File: src/sv/qwf_pkg.sv
package qwf_pkg;

    localparam logic [4:0] PREFIX_MAX       = 5'd16;
    localparam int         PREFIX_BYTES     = 16;
    localparam logic [6:0] FOLD_ANY         = 7'd72;
    localparam logic [6:0] FOLD_ESC         = 7'd70;
    localparam int         QWF_QUEUE_DEPTH  = 4;
    localparam logic [4:0] PLEN_RESET       = 5'd15;

    localparam logic [1:0] REG_PREFIX_LENGTH = 2'd0;
    localparam logic [1:0] REG_PREFIX_LOW    = 2'd1;
    localparam logic [1:0] REG_PREFIX_HIGH   = 2'd2;

    localparam logic [1:0] KIND_PLAIN = 2'd0;
    localparam logic [1:0] KIND_ESC   = 2'd1;
    localparam logic [1:0] KIND_CLOSE = 2'd2;

    localparam logic [7:0] CH_QMARK = 8'h3F;
    localparam logic [7:0] CH_EQ    = 8'h3D;
    localparam logic [7:0] CH_LF    = 8'h0A;
    localparam logic [7:0] CH_SPACE = 8'h20;
    localparam logic [7:0] CH_UNDER = 8'h5F;

    typedef struct packed {
        logic [4:0]                  plen;
        logic [8*PREFIX_BYTES-1:0]   prefix;
    } cfg_t;

    typedef struct packed {
        logic       pre;
        logic       fold;
        logic [1:0] kind;
        logic [7:0] data;
    } job_t;

    function automatic logic is_special(input logic [7:0] b);
        return b[7] || (b inside {8'h40, 8'h3C, 8'h3E, 8'h28, 8'h29, 8'h5B, 8'h5D, 8'h3B,
                                  8'h3A, 8'h2E, 8'h2C, 8'h5C, 8'h22, 8'h3F, 8'h2F, 8'h3D,
                                  8'h0A, 8'h0D});
    endfunction

    function automatic logic [7:0] hex_char(input logic [3:0] d);
        return (d < 4'd10) ? (8'h30 + {4'h0, d}) : (8'h37 + {4'h0, d});
    endfunction

endpackage

File: src/sv/qwf_cfg.sv
module qwf_cfg
    import qwf_pkg::*;
(
    input  logic        aclk,
    input  logic        aresetn,
    input  logic        psel,
    input  logic        penable,
    input  logic        pwrite,
    input  logic [4:0]  paddr,
    input  logic [63:0] pwdata,
    output logic [63:0] prdata,
    output logic        pready,
    output cfg_t        cfg
);

    logic [4:0]  plen_reg;
    logic [63:0] low_reg;
    logic [63:0] high_reg;
    logic        wr_en;

    assign wr_en  = psel && penable && pwrite;
    assign pready = 1'b1;

    always_ff @(posedge aclk) begin
        if (!aresetn) begin
            plen_reg <= PLEN_RESET;
            low_reg  <= '0;
            high_reg <= '0;
        end else if (wr_en) begin
            case (paddr[4:3])
                REG_PREFIX_LENGTH: plen_reg <= pwdata[4:0];
                REG_PREFIX_LOW:    low_reg  <= pwdata;
                REG_PREFIX_HIGH:   high_reg <= pwdata;
                default: ;
            endcase
        end
    end

    always_comb begin
        case (paddr[4:3])
            REG_PREFIX_LENGTH: prdata = {59'd0, plen_reg};
            REG_PREFIX_LOW:    prdata = low_reg;
            REG_PREFIX_HIGH:   prdata = high_reg;
            default:           prdata = '0;
        endcase
    end

    assign cfg.plen   = (plen_reg > PREFIX_MAX) ? PREFIX_MAX : plen_reg;
    assign cfg.prefix = {high_reg, low_reg};

endmodule

File: src/sv/qwf_front.sv
module qwf_front
    import qwf_pkg::*;
(
    input  logic       aclk,
    input  logic       aresetn,
    input  cfg_t       cfg,
    input  logic       s_tvalid,
    output logic       s_tready,
    input  logic [7:0] s_tdata,
    input  logic       s_tuser,
    output logic       push_valid,
    input  logic       push_ready,
    output job_t       push_job
);

    logic       open_reg, open_next;
    logic [6:0] len_reg, len_next;
    logic [6:0] plen7;
    logic [6:0] len0;
    logic [6:0] len1;
    logic       esc;
    logic       fold;
    logic       accept;

    assign s_tready   = push_ready;
    assign push_valid = s_tvalid;
    assign accept     = s_tvalid && push_ready;

    always_comb begin
        plen7 = {2'b00, cfg.plen};
        len0  = open_reg ? len_reg : plen7;
        esc   = is_special(s_tdata);
        fold  = !s_tuser && ((len0 >= FOLD_ANY) || (esc && (len0 >= FOLD_ESC)));
        len1  = fold ? plen7 : len0;

        push_job.pre  = !open_reg;
        push_job.fold = fold;
        push_job.data = s_tdata;
        if (s_tuser) begin
            push_job.kind = KIND_CLOSE;
        end else if (esc) begin
            push_job.kind = KIND_ESC;
        end else begin
            push_job.kind = KIND_PLAIN;
            if (s_tdata == CH_SPACE) begin
                push_job.data = CH_UNDER;
            end
        end

        open_next = open_reg;
        len_next  = len_reg;
        if (accept) begin
            if (s_tuser) begin
                open_next = 1'b0;
                len_next  = '0;
            end else begin
                open_next = 1'b1;
                len_next  = len1 + (esc ? 7'd3 : 7'd1);
            end
        end
    end

    always_ff @(posedge aclk) begin
        if (!aresetn) begin
            open_reg <= 1'b0;
            len_reg  <= '0;
        end else begin
            open_reg <= open_next;
            len_reg  <= len_next;
        end
    end

endmodule

File: src/sv/qwf_queue.sv
module qwf_queue
    import qwf_pkg::*;
#(
    parameter int DEPTH = QWF_QUEUE_DEPTH
) (
    input  logic aclk,
    input  logic aresetn,
    input  logic in_valid,
    output logic in_ready,
    input  job_t in_job,
    output logic out_valid,
    input  logic out_ready,
    output job_t out_job
);

    localparam int PW = (DEPTH > 1) ? $clog2(DEPTH) : 1;
    localparam int CW = $clog2(DEPTH + 1);
    localparam logic [PW-1:0] LAST_PTR = PW'(DEPTH - 1);
    localparam logic [CW-1:0] FULL_CNT = CW'(DEPTH);

    job_t          slot_reg [DEPTH];
    logic [PW-1:0] wr_reg, wr_next;
    logic [PW-1:0] rd_reg, rd_next;
    logic [CW-1:0] cnt_reg, cnt_next;
    logic          push, pop;

    assign in_ready  = (cnt_reg != FULL_CNT);
    assign out_valid = (cnt_reg != '0);
    assign out_job   = slot_reg[rd_reg];
    assign push      = in_valid && in_ready;
    assign pop       = out_valid && out_ready;

    always_comb begin
        wr_next  = push ? ((wr_reg == LAST_PTR) ? '0 : wr_reg + 1'b1) : wr_reg;
        rd_next  = pop  ? ((rd_reg == LAST_PTR) ? '0 : rd_reg + 1'b1) : rd_reg;
        cnt_next = cnt_reg + CW'(push) - CW'(pop);
    end

    always_ff @(posedge aclk) begin
        if (!aresetn) begin
            wr_reg  <= '0;
            rd_reg  <= '0;
            cnt_reg <= '0;
        end else begin
            wr_reg  <= wr_next;
            rd_reg  <= rd_next;
            cnt_reg <= cnt_next;
        end
    end

    always_ff @(posedge aclk) begin
        if (push) begin
            slot_reg[wr_reg] <= in_job;
        end
    end

endmodule

File: src/sv/qwf_back.sv
module qwf_back
    import qwf_pkg::*;
(
    input  logic       aclk,
    input  logic       aresetn,
    input  cfg_t       cfg,
    input  logic       job_valid,
    output logic       job_ready,
    input  job_t       job_in,
    output logic       m_tvalid,
    input  logic       m_tready,
    output logic [7:0] m_tdata,
    output logic       m_tlast
);

    localparam logic [1:0] PH_PREFIX = 2'd0;
    localparam logic [1:0] PH_FOLD   = 2'd1;
    localparam logic [1:0] PH_BODY   = 2'd2;

    logic       act_reg, act_next;
    job_t       job_reg, job_next;
    logic [1:0] ph_reg, ph_next;
    logic [3:0] idx_reg, idx_next;
    logic       vld_reg, vld_next;
    logic [7:0] dat_reg, dat_next;
    logic       lst_reg, lst_next;

    logic [7:0] cur_byte;
    logic       done_now;
    logic       adv, fire, load;
    logic [4:0] plen_m1;
    logic [1:0] start_ph;

    assign m_tvalid  = vld_reg;
    assign m_tdata   = dat_reg;
    assign m_tlast   = lst_reg;
    assign job_ready = load;

    always_comb begin
        cur_byte = job_reg.data;
        done_now = 1'b0;
        case (ph_reg)
            PH_PREFIX: cur_byte = cfg.prefix[{idx_reg, 3'b000} +: 8];
            PH_FOLD: begin
                case (idx_reg[1:0])
                    2'd0:    cur_byte = CH_QMARK;
                    2'd1:    cur_byte = CH_EQ;
                    2'd2:    cur_byte = CH_LF;
                    default: cur_byte = CH_SPACE;
                endcase
            end
            PH_BODY: begin
                case (job_reg.kind)
                    KIND_CLOSE: begin
                        cur_byte = (idx_reg == 4'd0) ? CH_QMARK : CH_EQ;
                        done_now = (idx_reg == 4'd1);
                    end
                    KIND_ESC: begin
                        if (idx_reg == 4'd0) begin
                            cur_byte = CH_EQ;
                        end else if (idx_reg == 4'd1) begin
                            cur_byte = hex_char(job_reg.data[7:4]);
                        end else begin
                            cur_byte = hex_char(job_reg.data[3:0]);
                        end
                        done_now = (idx_reg == 4'd2);
                    end
                    default: begin
                        cur_byte = job_reg.data;
                        done_now = 1'b1;
                    end
                endcase
            end
            default: ;
        endcase
    end

    always_comb begin
        adv     = !vld_reg || m_tready;
        fire    = act_reg && adv;
        load    = job_valid && (!act_reg || (fire && done_now));
        plen_m1 = cfg.plen - 5'd1;

        if (job_in.pre && (cfg.plen != '0)) begin
            start_ph = PH_PREFIX;
        end else if (job_in.fold) begin
            start_ph = PH_FOLD;
        end else begin
            start_ph = PH_BODY;
        end

        act_next = act_reg;
        job_next = job_reg;
        ph_next  = ph_reg;
        idx_next = idx_reg;
        if (load) begin
            act_next = 1'b1;
            job_next = job_in;
            ph_next  = start_ph;
            idx_next = '0;
        end else if (fire) begin
            if (done_now) begin
                act_next = 1'b0;
            end else begin
                case (ph_reg)
                    PH_PREFIX: begin
                        if ({1'b0, idx_reg} == plen_m1) begin
                            ph_next  = PH_BODY;
                            idx_next = '0;
                        end else begin
                            idx_next = idx_reg + 4'd1;
                        end
                    end
                    PH_FOLD: begin
                        if (idx_reg == 4'd3) begin
                            ph_next  = (cfg.plen != '0) ? PH_PREFIX : PH_BODY;
                            idx_next = '0;
                        end else begin
                            idx_next = idx_reg + 4'd1;
                        end
                    end
                    default: idx_next = idx_reg + 4'd1;
                endcase
            end
        end

        vld_next = vld_reg;
        dat_next = dat_reg;
        lst_next = lst_reg;
        if (fire) begin
            vld_next = 1'b1;
            dat_next = cur_byte;
            lst_next = done_now;
        end else if (m_tready) begin
            vld_next = 1'b0;
        end
    end

    always_ff @(posedge aclk) begin
        if (!aresetn) begin
            act_reg <= 1'b0;
            ph_reg  <= PH_BODY;
            idx_reg <= '0;
            vld_reg <= 1'b0;
        end else begin
            act_reg <= act_next;
            ph_reg  <= ph_next;
            idx_reg <= idx_next;
            vld_reg <= vld_next;
        end
    end

    always_ff @(posedge aclk) begin
        job_reg <= job_next;
        dat_reg <= dat_next;
        lst_reg <= lst_next;
    end

endmodule

File: src/sv/q_encoded_word_folder.sv
// Channel   Dir  Beat contents
// s_        in   tdata[7:0] data_byte, tuser cmd (1 = close word)
// m_        out  tdata[7:0] out_byte, tlast last_of_run
// apb       in   prefix_length @0x00, prefix_low @0x08, prefix_high @0x10
//
// One output beat per cycle while m_tready is high and a job is queued; an
// input beat yields 1 byte for a plain byte, 3 for an escape, 2 for a close,
// plus the prefix length for a new word and 4 plus the prefix length for a fold.
// The front takes a beat each cycle while the job queue has room.
// Reset clears the word state, the queue and the output valid flag.
// An m_ stall holds the output register; the queue absorbs input meanwhile.
module q_encoded_word_folder
    import qwf_pkg::*;
#(
    parameter int QUEUE_DEPTH = QWF_QUEUE_DEPTH
) (
    input  logic        aclk,
    input  logic        aresetn,
    input  logic        s_tvalid,
    output logic        s_tready,
    input  logic [7:0]  s_tdata,   // [7:0] data_byte
    input  logic        s_tuser,   // [0] cmd
    output logic        m_tvalid,
    input  logic        m_tready,
    output logic [7:0]  m_tdata,   // [7:0] out_byte
    output logic        m_tlast,
    input  logic        psel,
    input  logic        penable,
    input  logic        pwrite,
    input  logic [4:0]  paddr,
    input  logic [63:0] pwdata,
    output logic [63:0] prdata,
    output logic        pready
);

    cfg_t cfg;
    job_t push_job, pop_job;
    logic push_valid, push_ready, pop_valid, pop_ready;

    qwf_cfg u_cfg (
        .aclk    (aclk),
        .aresetn (aresetn),
        .psel    (psel),
        .penable (penable),
        .pwrite  (pwrite),
        .paddr   (paddr),
        .pwdata  (pwdata),
        .prdata  (prdata),
        .pready  (pready),
        .cfg     (cfg)
    );

    qwf_front u_front (
        .aclk       (aclk),
        .aresetn    (aresetn),
        .cfg        (cfg),
        .s_tvalid   (s_tvalid),
        .s_tready   (s_tready),
        .s_tdata    (s_tdata),
        .s_tuser    (s_tuser),
        .push_valid (push_valid),
        .push_ready (push_ready),
        .push_job   (push_job)
    );

    qwf_queue #(
        .DEPTH (QUEUE_DEPTH)
    ) u_queue (
        .aclk      (aclk),
        .aresetn   (aresetn),
        .in_valid  (push_valid),
        .in_ready  (push_ready),
        .in_job    (push_job),
        .out_valid (pop_valid),
        .out_ready (pop_ready),
        .out_job   (pop_job)
    );

    qwf_back u_back (
        .aclk      (aclk),
        .aresetn   (aresetn),
        .cfg       (cfg),
        .job_valid (pop_valid),
        .job_ready (pop_ready),
        .job_in    (pop_job),
        .m_tvalid  (m_tvalid),
        .m_tready  (m_tready),
        .m_tdata   (m_tdata),
        .m_tlast   (m_tlast)
    );

endmodule

File: config.mk
export PLATFORM = sky130hd
export DESIGN_NAME = q_encoded_word_folder
export DESIGN_NICKNAME = d
export VERILOG_FILES = /design/src/sv/qwf_pkg.sv /design/src/sv/qwf_cfg.sv /design/src/sv/qwf_front.sv /design/src/sv/qwf_queue.sv /design/src/sv/qwf_back.sv /design/src/sv/q_encoded_word_folder.sv
export SDC_FILE = /design/constraint.sdc
export NUM_CORES = 1
export LEC_CHECK = 0
export ABC_AREA = 1
export BUFFER_PORTS_ARGS = -buffer_cell sky130_fd_sc_hd__buf_2
export CAP_MARGIN = 20
export CELL_PAD_IN_SITES_DETAIL_PLACEMENT = 2
export CELL_PAD_IN_SITES_GLOBAL_PLACEMENT = 2
export CORE_MARGIN = 5
export CORE_UTILIZATION = 36
export CTS_CLUSTER_DIAMETER = 120
export DETAILED_ROUTE_END_ITERATION = 8
export PLACE_DENSITY = 0.95
export SLEW_MARGIN = 20
export SYNTH_ARGS = -nofsm -noshare
export SYNTH_HDL_FRONTEND = slang
export SYNTH_SLANG_ARGS = --single-unit
File: constraint.sdc
create_clock -name aclk -period 4.9 [get_ports aclk]
set_input_delay 0.98 -clock aclk [delete_from_list [all_inputs] [get_ports aclk]]
set_output_delay 0.98 -clock aclk [all_outputs]
set_load 0.005 [all_outputs]
=== Word-level counts from Yosys, hierarchy flattened ===
Memory sizes are Yosys's and may differ from the RTL's. A register that Yosys moved wholly into a read port is not among the register bits.
Index checks and enable logic that the tools add are counted.

* Add/sub/neg operators: 11
* Magnitude comparators: 5
* Equal/unequal tests: 37
* Shift operators: 1
* Multiplexer cells: 45
* Bitwise operators: 2
* Reduce and logical (&&, ||, !) cells: 36

{| class="wikitable"
|+ Operators with widths
! cell !! count
|-
| one-hot mux 64 bit (3 select lines) || 1
|-
| variable part select 128 x 8 -> 8 bit || 1
|-
| == test 8 x 6 -> 1 bit (second input constant) || 13
|-
| two-way mux 8 bit || 7
|-
| == test 8 x 7 -> 1 bit (second input constant) || 4
|-
| two-way mux 2 bit || 15
|-
| adder 6 x 4 -> 7 bit (first input constant) || 4
|-
| one-hot mux 8 bit (3 select lines) || 1
|-
| two-way mux 7 bit || 3
|-
| one-hot mux 6 bit (3 select lines) || 1
|-
| nonzero test 18 bit || 1
|-
| == test 8 x 4 -> 1 bit (second input constant) || 2
|-
| one-hot mux 8 bit (2 select lines) || 1
|-
| >= comparator 7 bit (second input constant) || 2
|-
| == test 2 bit (second input constant) || 6
|-
| logical AND 1 bit || 10
|-
| two-way mux 1 bit || 10
|-
| AND reduction 2 bit || 5
|-
| == test 2 x 1 -> 1 bit (second input constant) || 4
|-
| == test 4 x 2 -> 1 bit (second input constant) || 2
|-
| less-than comparator 4 bit (second input constant) || 2
|-
| two-way mux 4 bit || 2
|-
| one-hot mux 4 bit (2 select lines) || 1
|-
| adder 7 bit || 1
|-
| 24 further kinds || 38
|}

* Register bits: 175
* RAM bits: 48
* Input port bits: 85
* Logic and storage cells: 154
* Memories kept: 1

{| class="wikitable"
|+ Memories
! name !! depth !! width !! read ports !! clocked after memory_dff !! write ports !! line !! text
|-
| u_queue.slot_reg || 4 || 12 || 1 || 1 || 1 || qwf_queue.sv:21 || <nowiki>job_t slot_reg [DEPTH];</nowiki>
|}

=== Longest topological paths before layout ===
Gate-level depths: netlist of the first run.

* Word-level depth: 10
* Depth in mapped cells: 23
* Mapped depth without buffers: 23

=== Modules after synthesis ===
Synthesis of the first run repeated with hierarchy kept, for this count alone.

* Cell total of the unflattened synthesis: 1924
* Area total of the unflattened synthesis: 12903.6 um^2

{| class="wikitable"
|+ By module, submodules not included
! module !! times used !! cells each !! area each (um^2)
|-
| qwf_cfg || 1 || 1016 || 6364.9
|-
| qwf_back || 1 || 553 || 3136.8
|-
| qwf_queue || 1 || 179 || 2292.2
|-
| qwf_front || 1 || 176 || 1109.8
|}

=== Worst setup path before layout of the first run ===
No wires, ideal clock.

* Path type: reg2reg
* Start: register u_back.idx_reg[1]
* End: register u_queue.cnt_reg[2]
* Setup time: 0.070 ns
* Arrival: 3.229 ns
* Data required time: 4.830 ns
* Path slack: 1.602 ns
* Cell stages (with the launch flop): 19
* Period minus slack after synthesis: 3.298 ns
* Cell sequence: dfxtp_1 > clkbuf_1 > inv_2 > clkbuf_1 > ha_1 > nand2_1 > o21ai_1 > nand2_1 > o21ai_1 > inv_1 > nor2_2 > ha_1 > inv_1 > ha_1 > inv_1 > fa_1 > inv_1 > o21ai_0 > a21oi_1

* Longest elaborated chain between the ends: 8

{| class="wikitable"
|+ Ends and longest elaborated chain
! what !! line !! text
|-
| start: declaration || qwf_back.sv:23 || <nowiki>logic [3:0] idx_reg, idx_next;</nowiki>
|-
| start signal: assignment || qwf_back.sv:148 || <nowiki>idx_reg <= idx_next;</nowiki>
|-
| == test 4 x 2 -> 1 bit or == test 4 x 1 -> 1 bit (tied branches) || qwf_back.sv:66, qwf_back.sv:56 ||
|-
| one-hot mux 1 bit (2 select lines) * || qwf_back.sv:53 || <nowiki>case (job_reg.kind)</nowiki>
|-
| two-way mux 1 bit * || qwf_back.sv:42 || <nowiki>case (ph_reg)</nowiki>
|-
| logical AND 1 bit * || qwf_back.sv:81 || <nowiki>load = job_valid && (!act_reg || (fire && done_now));</nowiki>
|-
| logical OR 1 bit * || qwf_back.sv:81 ||
|-
| logical AND 1 bit * || qwf_back.sv:81 ||
|-
| named net pop_ready || q_encoded_word_folder.sv:38 || <nowiki>logic push_valid, push_ready, pop_valid, pop_ready;</nowiki>
|-
| logical AND 1 bit * || qwf_queue.sv:31 || <nowiki>assign pop = out_valid && out_ready;</nowiki>
|-
| subtractor 3 x 1 -> 3 bit * || qwf_queue.sv:36 || <nowiki>cnt_next = cnt_reg + CW'(push) - CW'(pop);</nowiki>
|-
| end signal: assignment || qwf_queue.sv:47 || <nowiki>cnt_reg <= cnt_next;</nowiki>
|-
| end: declaration || qwf_queue.sv:24 || <nowiki>logic [CW-1:0] cnt_reg, cnt_next;</nowiki>
|}

The timed path passes the listed nets; every way through them passes the cells marked *.
A chain may end at the register's enable or synchronous reset.

=== Worst setup path in the final report of the first run ===
Same ends and word-level chain as after synthesis.

==> results of run 1 <==
[routing by layer]
metal / vias up / global-route usage [%] / share of wire, %
met1: 6019 / 39.1 / 40
li1: 5118 / - / -
met5: - / 0 / 0.024
met4: 2 / 15.3 / 5.7
met2: 584 / 54.2 / 48
met3: 194 / 4.28 / 6.3
[cells in the final DEF, fill, tap and decap left out, types with 4 or more instances in the layout]
| cell type | count |
|---|---|
| xnor2_1 | 4 |
| nand2_1 | 119 |
| nor2_2 | 11 |
| nand4_1 | 5 |
| a211oi_1 | 4 |
| edfxtp_1 | 67 |
| o211ai_1 | 10 |
| nor3_1 | 4 |
| nand2_2 | 5 |
| dfxtp_1 | 157 |
| o21ai_1 | 4 |
| clkbuf_8 | 5 |
| clkinv_2 | 8 |
| nor2_1 | 187 |
| inv_2 | 13 |
| o22ai_1 | 48 |
| buf_4 | 15 |
| clkbuf_1 | 7 |
| clkbuf_16 | 27 |
| nand3_1 | 48 |
| buf_2 | 156 |
| a22o_1 | 23 |
| inv_1 | 150 |
| o21ai_0 | 256 |
| a21oi_1 | 169 |
| ha_1 | 18 |
[power breakdown]
part	leakage [nW]	internal [mW]	total [mW]	switching (mW)
logic	2.99	0.517	1.86	1.35
clock network	0.409	1.09	1.97	0.879
registers	1.90	2.19	2.39	0.193
[logic make-up (layout without fill, tap and decap cells)]
family / count (synthesis) / in the layout / share of synthesized area [%]
AO/OA/AOI/OAI: 539 / 539 / 26.8
other: 1 / 2 / 0.0340
adder cells (fa/ha/maj): 20 / 20 / 2.41
flip-flops: 225 / 225 / 46.9
AND/OR/NAND/NOR: 387 / 387 / 14.6
XOR/XNOR: 7 / 7 / 0.556
buffers and inverters: 252 / 386 / 8.68
[worst max-delay path, delay by kind of cell, from the launching register on]
| family | cells | cell delay [ns] |
|---|---|---|
| DFF | 1 | 0.36 |
| buffers and inverters | 6 | 1.08 |
| AOI/OAI and AO/OA | 4 | 0.83 |
| and+or+nand+nor | 3 | 0.46 |
| adders and majority gates | 4 | 1.13 |
[cell type report]
type / instances / area, sq um / area share (%)
tap: 396 / 495 / 3.83
multi-input combinational: 954 / 4900 / 37.9
inverter: 164 / 616 / 4.76
sequential: 225 / 5180 / 40.0
clock buffer: 39 / 771 / 5.95
antenna: 1 / 2.50 / 0.0193
clock inverter: 10 / 55.1 / 0.425
timing repair buffer: 173 / 925 / 7.14
[stage by stage]
stage | setup slack, ns | instance area, sq um
2_1_floorplan | 1.60 | 11000
3_3_place_gp | 1.33 | 12100
3_5_place_dp | 1.17 | 12100
4_1_cts | 1.05 | 12900
5_1_grt | 0.873 | 12900
6_report | 0.944 | 12900
[cells in the mapped netlist (2+ instances only)]
cell         n
fa_1         2
xor2_1       3
a21boi_0     2
o21ai_2      2
buf_1        8
o211ai_1    10
o2111ai_1    2
o31ai_1      3
o311ai_0     2
a21oi_1    169
o22ai_1     48
nand2_2      5
o21ai_0    256
nand4_1      5
nand3_1     48
nor2_1     191
dfxtp_1    158
a31o_2       3
a211oi_1     4
inv_1      152
clkbuf_1    78
a31oi_1      3
a22o_1      23
edfxtp_1    67
nand2_4      2
o21ai_1      4
xnor2_1      4
nand3b_1     2
nor2_2       7
nor3_1       4
ha_1        18
nand2_1    119
a311oi_1     2
inv_2       11
[final timing paths]
path	slack, ns	endpoint	cells past startpoint
worst max-delay path	0.94	u_queue.cnt_reg[2]$_SDFF_PN0_	17
worst min-delay path	0.48	u_front.len_reg[4]$_SDFFE_PN0P_	2
worst max register to register	0.94	u_queue.cnt_reg[2]$_SDFF_PN0_	17
worst min register to register	0.48	u_front.len_reg[4]$_SDFFE_PN0P_	2
==> flow_summary.ini, run 1 <==
[worst_hold_path]
holdCritStartpoint = u_front.len_reg[4]$_SDFFE_PN0P_
min_path_type = register to register

[routing]
dr.first_iter.drc_count = 1172
vias_per_cell = 6.07
drtPass1Iterations = 6
drt-total-wl_microns = 55100
drt.antenna.violating_nets = 0
vias = 11900
drc = 0
wire_per_inst_microns = 28.1

[pwr]
total_power_mw = 6.21
p_leak_nw = 5.30
p_per_area_mw_per_mm2 = 480
ir_drop_v = 0.000300

[timing]
hold_viol = 0
setup_viol = 0
hold_slack_ns = 0.482
tightest_slew_ns = 1.19
finalCritPeriodShare_pct = 80.7
fin_setup_tns_ns = 0
rsz0062_at_grt = false
report.final.slew_viol_count = 0
max_slew_margin_pct = 20.4
fin_worst_skew_ns = 0.0150
fmax_ghz = 0.253
post-route-min-period_ns = 3.96

[worst_setup_path]
crit_chain = inv_2 > ha_1 > nand2_1 > o21ai_1 > nand2_1 > o21ai_1 > inv_1 > nor2_2 > buf_4 > ha_1 > inv_1 > ha_1 > inv_1 > fa_1 > inv_1 > o21ai_0 > a21oi_1
crit_path_start_kind = register
crit_start = u_back.idx_reg[1]$_SDFFE_PP0P_
crit_type = register to register
cpMaxStageDelayCell = inv_2
endpoint_kind = register
cp_data_required_time_ns = 5.37
crit_top_cell = inv_1
cp.arrival_ns = 4.42
r2r-start = u_back.idx_reg[1]$_SDFFE_PP0P_
path_max_fanout = 26
max_stage_delay_ns = 0.45

[layout]
syn_to_final_growth_pct = 17.4
layout-drive-gt1-share_pct = 16.3
n_fill_cell = 3476
stdcell_count = 1962
fin_util_pct = 42.5
nNetsFinal = 1650

[synth]
syn-cell-area_sq_mm = 0.0110
ys_async_sr_fraction_pct = 0
yosysWarningCount = 0
yosysSeqAreaShare_pct = 46.9
synth_nets = 1536
yosysTopAreaCellShare_pct = 28.7
syn_inst = 1431
synth_area_per_cell_sq_um = 7.71
netlist_top_cells_area = dfxtp_1 (29%), edfxtp_1 (18%), o21ai_0 (12%)
ys_types = 48
synth_edf_count = 67
synth_seq_cells = 225
synth_area_leader_cell = dfxtp_1
ys.flop_type = dfxtp_1

[die]
rows = 64
initial_core_util_pct = 36.2
core_area_sq_mm = 0.0304
dieArea_sq_mm = 0.0342
die_x_microns = 185
io-pin-count = 161
fp.dieH_microns = 185

[clock_network]
cts_root_buf = clkbuf_16
insertion_delay_ns = 0.56
clockBufferDepth = 3
cts-resized-gates = 0
clkTransAtPathRegs_ns = 0.06
clkSinkCount = 225
postCtsHoldBufs = 0
cts_made_buffers = 27
h-tree-depth = 1
cts_tree = done
postCtsSetupBuffers = 0

[grt]
grt_pass1_wl_microns = 83100
track_usage_pct = 31.5
antenna_found_initial = 2
grt_pass1_vias = 13100
grt-ovfl-total = 0
grt_max_degree = 140

[place]
dp_cells = 1911
gp_congestion = 0.880
hpwl_microns = 34900
place.port_buffers = 156

[flow_run]
max_cap_viol_count = 0

[run_status]
status = finished, final reports clean
(Power assumes the default switching activity.)
==> inputs of run 2 (changes only) <==
--- a/config.mk
+++ b/config.mk
@@ -11,10 +11,10 @@
 export CELL_PAD_IN_SITES_DETAIL_PLACEMENT = 2
 export CELL_PAD_IN_SITES_GLOBAL_PLACEMENT = 2
 export CORE_MARGIN = 5
-export CORE_UTILIZATION = 36
+export CORE_UTILIZATION = 30
 export CTS_CLUSTER_DIAMETER = 120
 export DETAILED_ROUTE_END_ITERATION = 8
-export PLACE_DENSITY = 0.95
+export PLACE_DENSITY = 0.88
 export SLEW_MARGIN = 20
 export SYNTH_ARGS = -nofsm -noshare
 export SYNTH_HDL_FRONTEND = slang
==> constraint.sdc (replaced) <==
create_clock -name aclk -period 3.35 [get_ports aclk]
set_input_delay 0.67 -clock aclk [delete_from_list [all_inputs] [get_ports aclk]]
set_output_delay 0.67 -clock aclk [all_outputs]
set_load 0.005 [all_outputs]
==> flow_summary.ini, run 2 (synthesized netlist as in run 1, its figures left out) <==
[run_status]
status = finished, final reports clean

[routing]
drt-met1-wl_microns = 20700
highest_layer = met5
drt-total-wl_microns = 48100
dr_wl_met2_microns = 23000
vias = 11400
drc = 0
wire_per_inst_microns = 23.5
dr.first_iter.drc_count = 709
drtPass1Iterations = 5
dr_wl_met3_microns = 2740
drt.antenna.violating_nets = 0
vias_per_cell = 5.57

[grt]
grt_pass1_vias = 12100
grt_pass1_wl_microns = 73300
antenna_found_initial = 6
track_usage_pct = 22.6
grt_max_degree = 140
grt-ovfl-total = 0

[worst_setup_path]
path_delay_family = compound AO/OA/AOI/OAI gates
crit_path_start_kind = register
rrSetupSlack_ns = 0.34
endpoint_kind = register
r2r_cells = 14
path_max_fanout = 5
max_stage_delay_ns = 0.38
critPathBufInv = 2
crit_chain = nor2_1 > nand3_1 > a21oi_1 > inv_1 > ha_1 > xnor2_1 > xnor2_1 > nand3_1 > nor3_1 > nand2_1 > a21oi_1 > inv_1 > o21ai_0 > nor2_1
cp_data_required_time_ns = 3.78
crit_start = u_cfg.plen_reg[3]$_SDFFE_PN1P_
cp.arrival_ns = 3.44
r2r-start = u_cfg.plen_reg[3]$_SDFFE_PN1P_
crit_type = register to register
cpMaxStageDelayCell = dfxtp_1
cp.depth = 14
reg2reg_to = u_back.idx_reg[3]$_SDFFE_PP0P_

[timing]
rsz0062_at_grt = false
finalCritPeriodShare_pct = 89.9
fin_worst_skew_ns = 0.0286
hold_viol = 0
fin_setup_tns_ns = 0
report.final.slew_viol_count = 0
fmax_ghz = 0.332
setup_viol = 0
tightest_slew_ns = 0.727
post-route-min-period_ns = 3.01
max_slew_margin_pct = 51.4

[pwr]
power_switching_share_pct = 35.7
p_leak_nw = 5.42
power_frac_comb_pct = 28.0
power_frac_clock_pct = 34.2
total_power_mw = 9.05
p_sw_mw = 3.23
ir_drop_v = 0.000417
seq_power_share_pct = 37.7
p_per_area_mw_per_mm2 = 683
p_int_mw = 5.82

[die]
initial_core_util_pct = 30.3
rows = 70
io-pin-count = 161
die_x_microns = 202
core_area_sq_mm = 0.0364
fp.dieH_microns = 202
dieArea_sq_mm = 0.0407

[place]
gp_congestion = 0.883
hpwl_microns = 34100
place.port_buffers = 156
dp_cells = 1995

[layout]
final_cell_mix = o21ai_0 (256), nor2_1 (191), a21oi_1 (169), dfxtp_1 (157), buf_2 (156)
syn_to_final_growth_pct = 20.1
layout-drive-gt1-share_pct = 16.8
stdcell_count = 2046
final_common_cell = o21ai_0
nNetsFinal = 1661
fin_util_pct = 36.3
n_fill_cell = 4230

[clock_network]
cts-resized-gates = 0
cts_tree = done
postCtsSetupBuffers = 0
h-tree-depth = 1
insertion_delay_ns = 0.56
cts_root_buf = clkbuf_16
clockBufferDepth = 3
cts_made_buffers = 27
clkSinkCount = 225
clkTransAtPathRegs_ns = 0.06
postCtsHoldBufs = 0

[flow_run]
max_cap_viol_count = 0

[worst_hold_path]
min_path_type = input pin to register
holdCritStartpoint = pwdata[59]
holdPathEnd = u_cfg.high_reg[59]$_SDFFE_PN0P_
hold_path_depth = 3
run 2: cell types whose count changed in the layout (fill, tap and decap cells not counted), moves of 2 or more:
cell	change
clkbuf_1	-4
clkinv_1	+2
buf_4	+9
buf_12	+3
nor2_1	+4
bufinv_16	+3
nor2_2	-4
run 2: area by class of cell:
cell class,count,area (sq um),share of cell area (%)
diodes,1,2.50,0.0189
well taps,468,586,4.42
clock inverters,15,158,1.19
inverters,164,616,4.65
repair buffers,184,1040,7.86
clock buffers,35,767,5.79
flip-flops and latches,225,5180,39.1
multi-input cells,954,4890,37.0
run 2: how the worst max path moves through the flow:
stage	end	slack, ns
2_1_floorplan	u_queue.cnt_reg[2]$_SDFF_PN0_	0.05
3_3_place_gp	u_front.len_reg[6]$_SDFFE_PN0P_	0.30
3_5_place_dp	u_front.len_reg[5]$_SDFFE_PN0P_	0.08
4_1_cts	u_back.idx_reg[3]$_SDFFE_PP0P_	0.34
5_1_grt	u_back.idx_reg[3]$_SDFFE_PP0P_	0.08
6_report	u_back.idx_reg[3]$_SDFFE_PP0P_	0.34
run 2: per-layer routing:
layer	global-route usage, %	up-vias
met5	0	-
met4	6.76	10
met3	3.64	108
met2	38.4	368
met1	29.8	5775
li1	-	5144
run 2: power by group through the flow:
stage	registers [mW]	clock network (mW)	logic (mW)
CTS	3.41	3.13	2.53
floorplan	3.38	0	1.54
detailed placement	3.47	0	2.46
global placement	3.43	0	2.25
finish	3.41	3.10	2.54
global route	3.44	3.24	2.78
run 2: per-stage QoR:
stage                     hold slack, ns  setup WS [ns]  area [sq um]
after floorplan                    0.440         0.0516         11000
after global placement             0.453          0.305         12300
after detailed placement           0.476         0.0817         12300
after CTS                          0.366          0.338         13200
after global routing               0.387         0.0755         13200
final                              0.378          0.339         13200
run 2: worst reg2reg max path, cell delays in order, from the launching register on:
cell     delay, ns
dfxtp_1       0.38
nor2_1        0.22
nand3_1       0.17
a21oi_1       0.36
inv_1         0.15
ha_1          0.27
xnor2_1       0.21
xnor2_1       0.14
nand3_1       0.09
nor3_1        0.13
nand2_1       0.12
a21oi_1       0.21
inv_1         0.13
o21ai_0       0.26
nor2_1        0.07
==> inputs of run 3 (changes only) <==
--- a/config.mk
+++ b/config.mk
@@ -11,10 +11,10 @@
 export CELL_PAD_IN_SITES_DETAIL_PLACEMENT = 2
 export CELL_PAD_IN_SITES_GLOBAL_PLACEMENT = 2
 export CORE_MARGIN = 5
-export CORE_UTILIZATION = 30
+export CORE_UTILIZATION = 36
 export CTS_CLUSTER_DIAMETER = 120
 export DETAILED_ROUTE_END_ITERATION = 8
-export PLACE_DENSITY = 0.88
+export PLACE_DENSITY = 0.95
 export SLEW_MARGIN = 20
 export SYNTH_ARGS = -nofsm -noshare
 export SYNTH_HDL_FRONTEND = slang
==> constraint.sdc (replaced) <==
create_clock -name aclk -period 3.57 [get_ports aclk]
set_input_delay 0.714 -clock aclk [delete_from_list [all_inputs] [get_ports aclk]]
set_output_delay 0.714 -clock aclk [all_outputs]
set_load 0.005 [all_outputs]
==> flow_summary.ini, run 3 (synthesized netlist as in run 1, its figures left out) <==
[timing]
max_slew_margin_pct = 44.2
fin_setup_tns_ns = 0
fmax_ghz = 0.295
tightest_slew_ns = 0.836
report.final.slew_viol_count = 0
setup_viol = 0
rsz0062_at_grt = false
finalCritPeriodShare_pct = 94.9
fin_worst_skew_ns = 0.0345
post-route-min-period_ns = 3.39
setup_ws_ns = 0.180
hold_viol = 0

[routing]
vias_per_cell = 6.20
drt-total-wl_microns = 58100
drt.antenna.violating_nets = 0
dr_wl_met2_microns = 27700
drtPass1Iterations = 5
dr_wl_met3_microns = 4170
drt-met1-wl_microns = 23100
dr.first_iter.drc_count = 1334
highest_layer = met4
vias = 12200
drc = 0
wire_per_inst_microns = 29.4

[clock_network]
h-tree-depth = 1
clkTransAtPathRegs_ns = 0.06
postCtsHoldBufs = 0
cts_tree = done
insertion_delay_ns = 0.56
clockBufferDepth = 3
postCtsSetupBuffers = 0
cts_made_buffers = 27
cts_root_buf = clkbuf_16
clkSinkCount = 225

[worst_setup_path]
cpMaxStageDelayCell = dfxtp_1
crit_path_start_kind = register
critPathBufInv = 2
cp.arrival_ns = 3.79
crit_type = register to register
max_stage_delay_ns = 0.39
crit_chain = nor2_1 > nand3_1 > a21oi_4 > inv_1 > ha_1 > xnor2_1 > xnor2_1 > nand3_1 > nor3_1 > nand2_1 > a21oi_1 > inv_1 > o21ai_2 > nor2_1
path_max_fanout = 5
cp_data_required_time_ns = 3.98
path_delay_family = simple AND/OR/NAND/NOR gates
endpoint_kind = register

[grt]
grt_pass1_vias = 13200
grt_pass1_wl_microns = 86300
antenna_found_initial = 1
grt-ovfl-total = 0
grt_max_degree = 140
track_usage_pct = 33.0

[pwr]
ir_drop_v = 0.000440
p_per_area_mw_per_mm2 = 678
p_leak_nw = 5.43

[place]
place_area_sq_mm = 0.0122
gp_congestion = 0.885
dp_cells = 1924
hpwl_microns = 35600
place.port_buffers = 156
pre_cts_ws_ns = 0.219

[layout]
fin_util_pct = 43.3
stdcell_count = 1974
final_area_sq_mm = 0.0132
nNetsFinal = 1662
final_common_cell = o21ai_0
n_fill_cell = 3373
syn_to_final_growth_pct = 19.4
final_cell_mix = o21ai_0 (255), nor2_1 (191), a21oi_1 (168), dfxtp_1 (157), buf_2 (156)
regArea_sq_mm = 0.00518
layout-drive-gt1-share_pct = 16.9
multi_input_area_sq_mm = 0.00491

[die]
core_area_sq_mm = 0.0304
dieArea_sq_mm = 0.0342
initial_core_util_pct = 36.2
fp.dieH_microns = 185
io-pin-count = 161
die_x_microns = 185
rows = 64

[worst_hold_path]
min_path_type = input pin to register

[run_status]
status = finished, final reports clean

[flow_run]
max_cap_viol_count = 0
==> run 3: cell count changes in the layout (fill, tap and decap cells not counted), sizes merged <==
cell / previous run / this run
buf: 184 / 185
bufinv: 3 / 4
clkbuf: 35 / 34
clkinv: 11 / 10
==> run 3: where the power goes <==
group	leakage (nW)	total, mW	internal (mW)	switching, mW
clock network	0.454	3.01	1.76	1.25
registers	1.90	3.24	3.01	0.237
logic	3.07	2.68	0.732	1.94
total	5.43	8.93	5.49	3.43
==> run 3: timing repair <==
action,in CTS,in global routing
pin swaps,0,0
setup endpoints to repair,2,2
gates resized for setup,2,2
hold endpoints to repair,0,0
==> run 3: worst reg2reg max path, stage by stage, from the launching register on <==
cell	delay, ns
dfxtp_1	0.39
nor2_1	0.28
nand3_1	0.25
a21oi_4	0.25
inv_1	0.12
ha_1	0.26
xnor2_1	0.19
xnor2_1	0.15
nand3_1	0.15
nor3_1	0.27
nand2_1	0.16
a21oi_1	0.27
inv_1	0.18
o21ai_2	0.22
nor2_1	0.10
==> run 3: per-layer routing <==
layer	up-vias	track usage [%]
li1	5134	-
met1	6186	41.7
met2	714	56.2
met3	209	4.73
met4	0	14.7
met5	-	0
==> run 3: path summary, 6_finish.rpt <==
kind,start,slack (ns),cells past startpoint,end
setup reg to reg,u_cfg.plen_reg[2]$_SDFFE_PN1P_,0.18,14,u_back.idx_reg[2]$_SDFFE_PP0P_
hold / removal,pwdata[63],0.42,3,u_cfg.high_reg[63]$_SDFFE_PN0P_
hold reg to reg,u_cfg.low_reg[5]$_SDFFE_PN0P_,0.48,2,u_cfg.low_reg[5]$_SDFFE_PN0P_
setup / recovery,u_cfg.plen_reg[2]$_SDFFE_PN1P_,0.18,14,u_back.idx_reg[2]$_SDFFE_PP0P_
==> run 3: final cells by class <==
type                       instances  area share [%]
antenna                            1          0.0190
tap                              396            3.76
multi-input combinational        954            37.3
inverter                         164            4.68
clock buffer                      34            5.63
sequential                       225            39.3
clock inverter                    15            1.35
timing repair buffer             185            7.96
==> run 3: per-stage QoR <==
| step | hold slack, ns | total power [mW] |
|---|---|---|
| after floorplan | 0.440 | 4.62 |
| after global placement | 0.454 | 5.30 |
| after detailed placement | 0.470 | 5.62 |
| after CTS | 0.417 | 8.84 |
| after global routing | 0.433 | 9.18 |
| final | 0.423 | 8.93 |
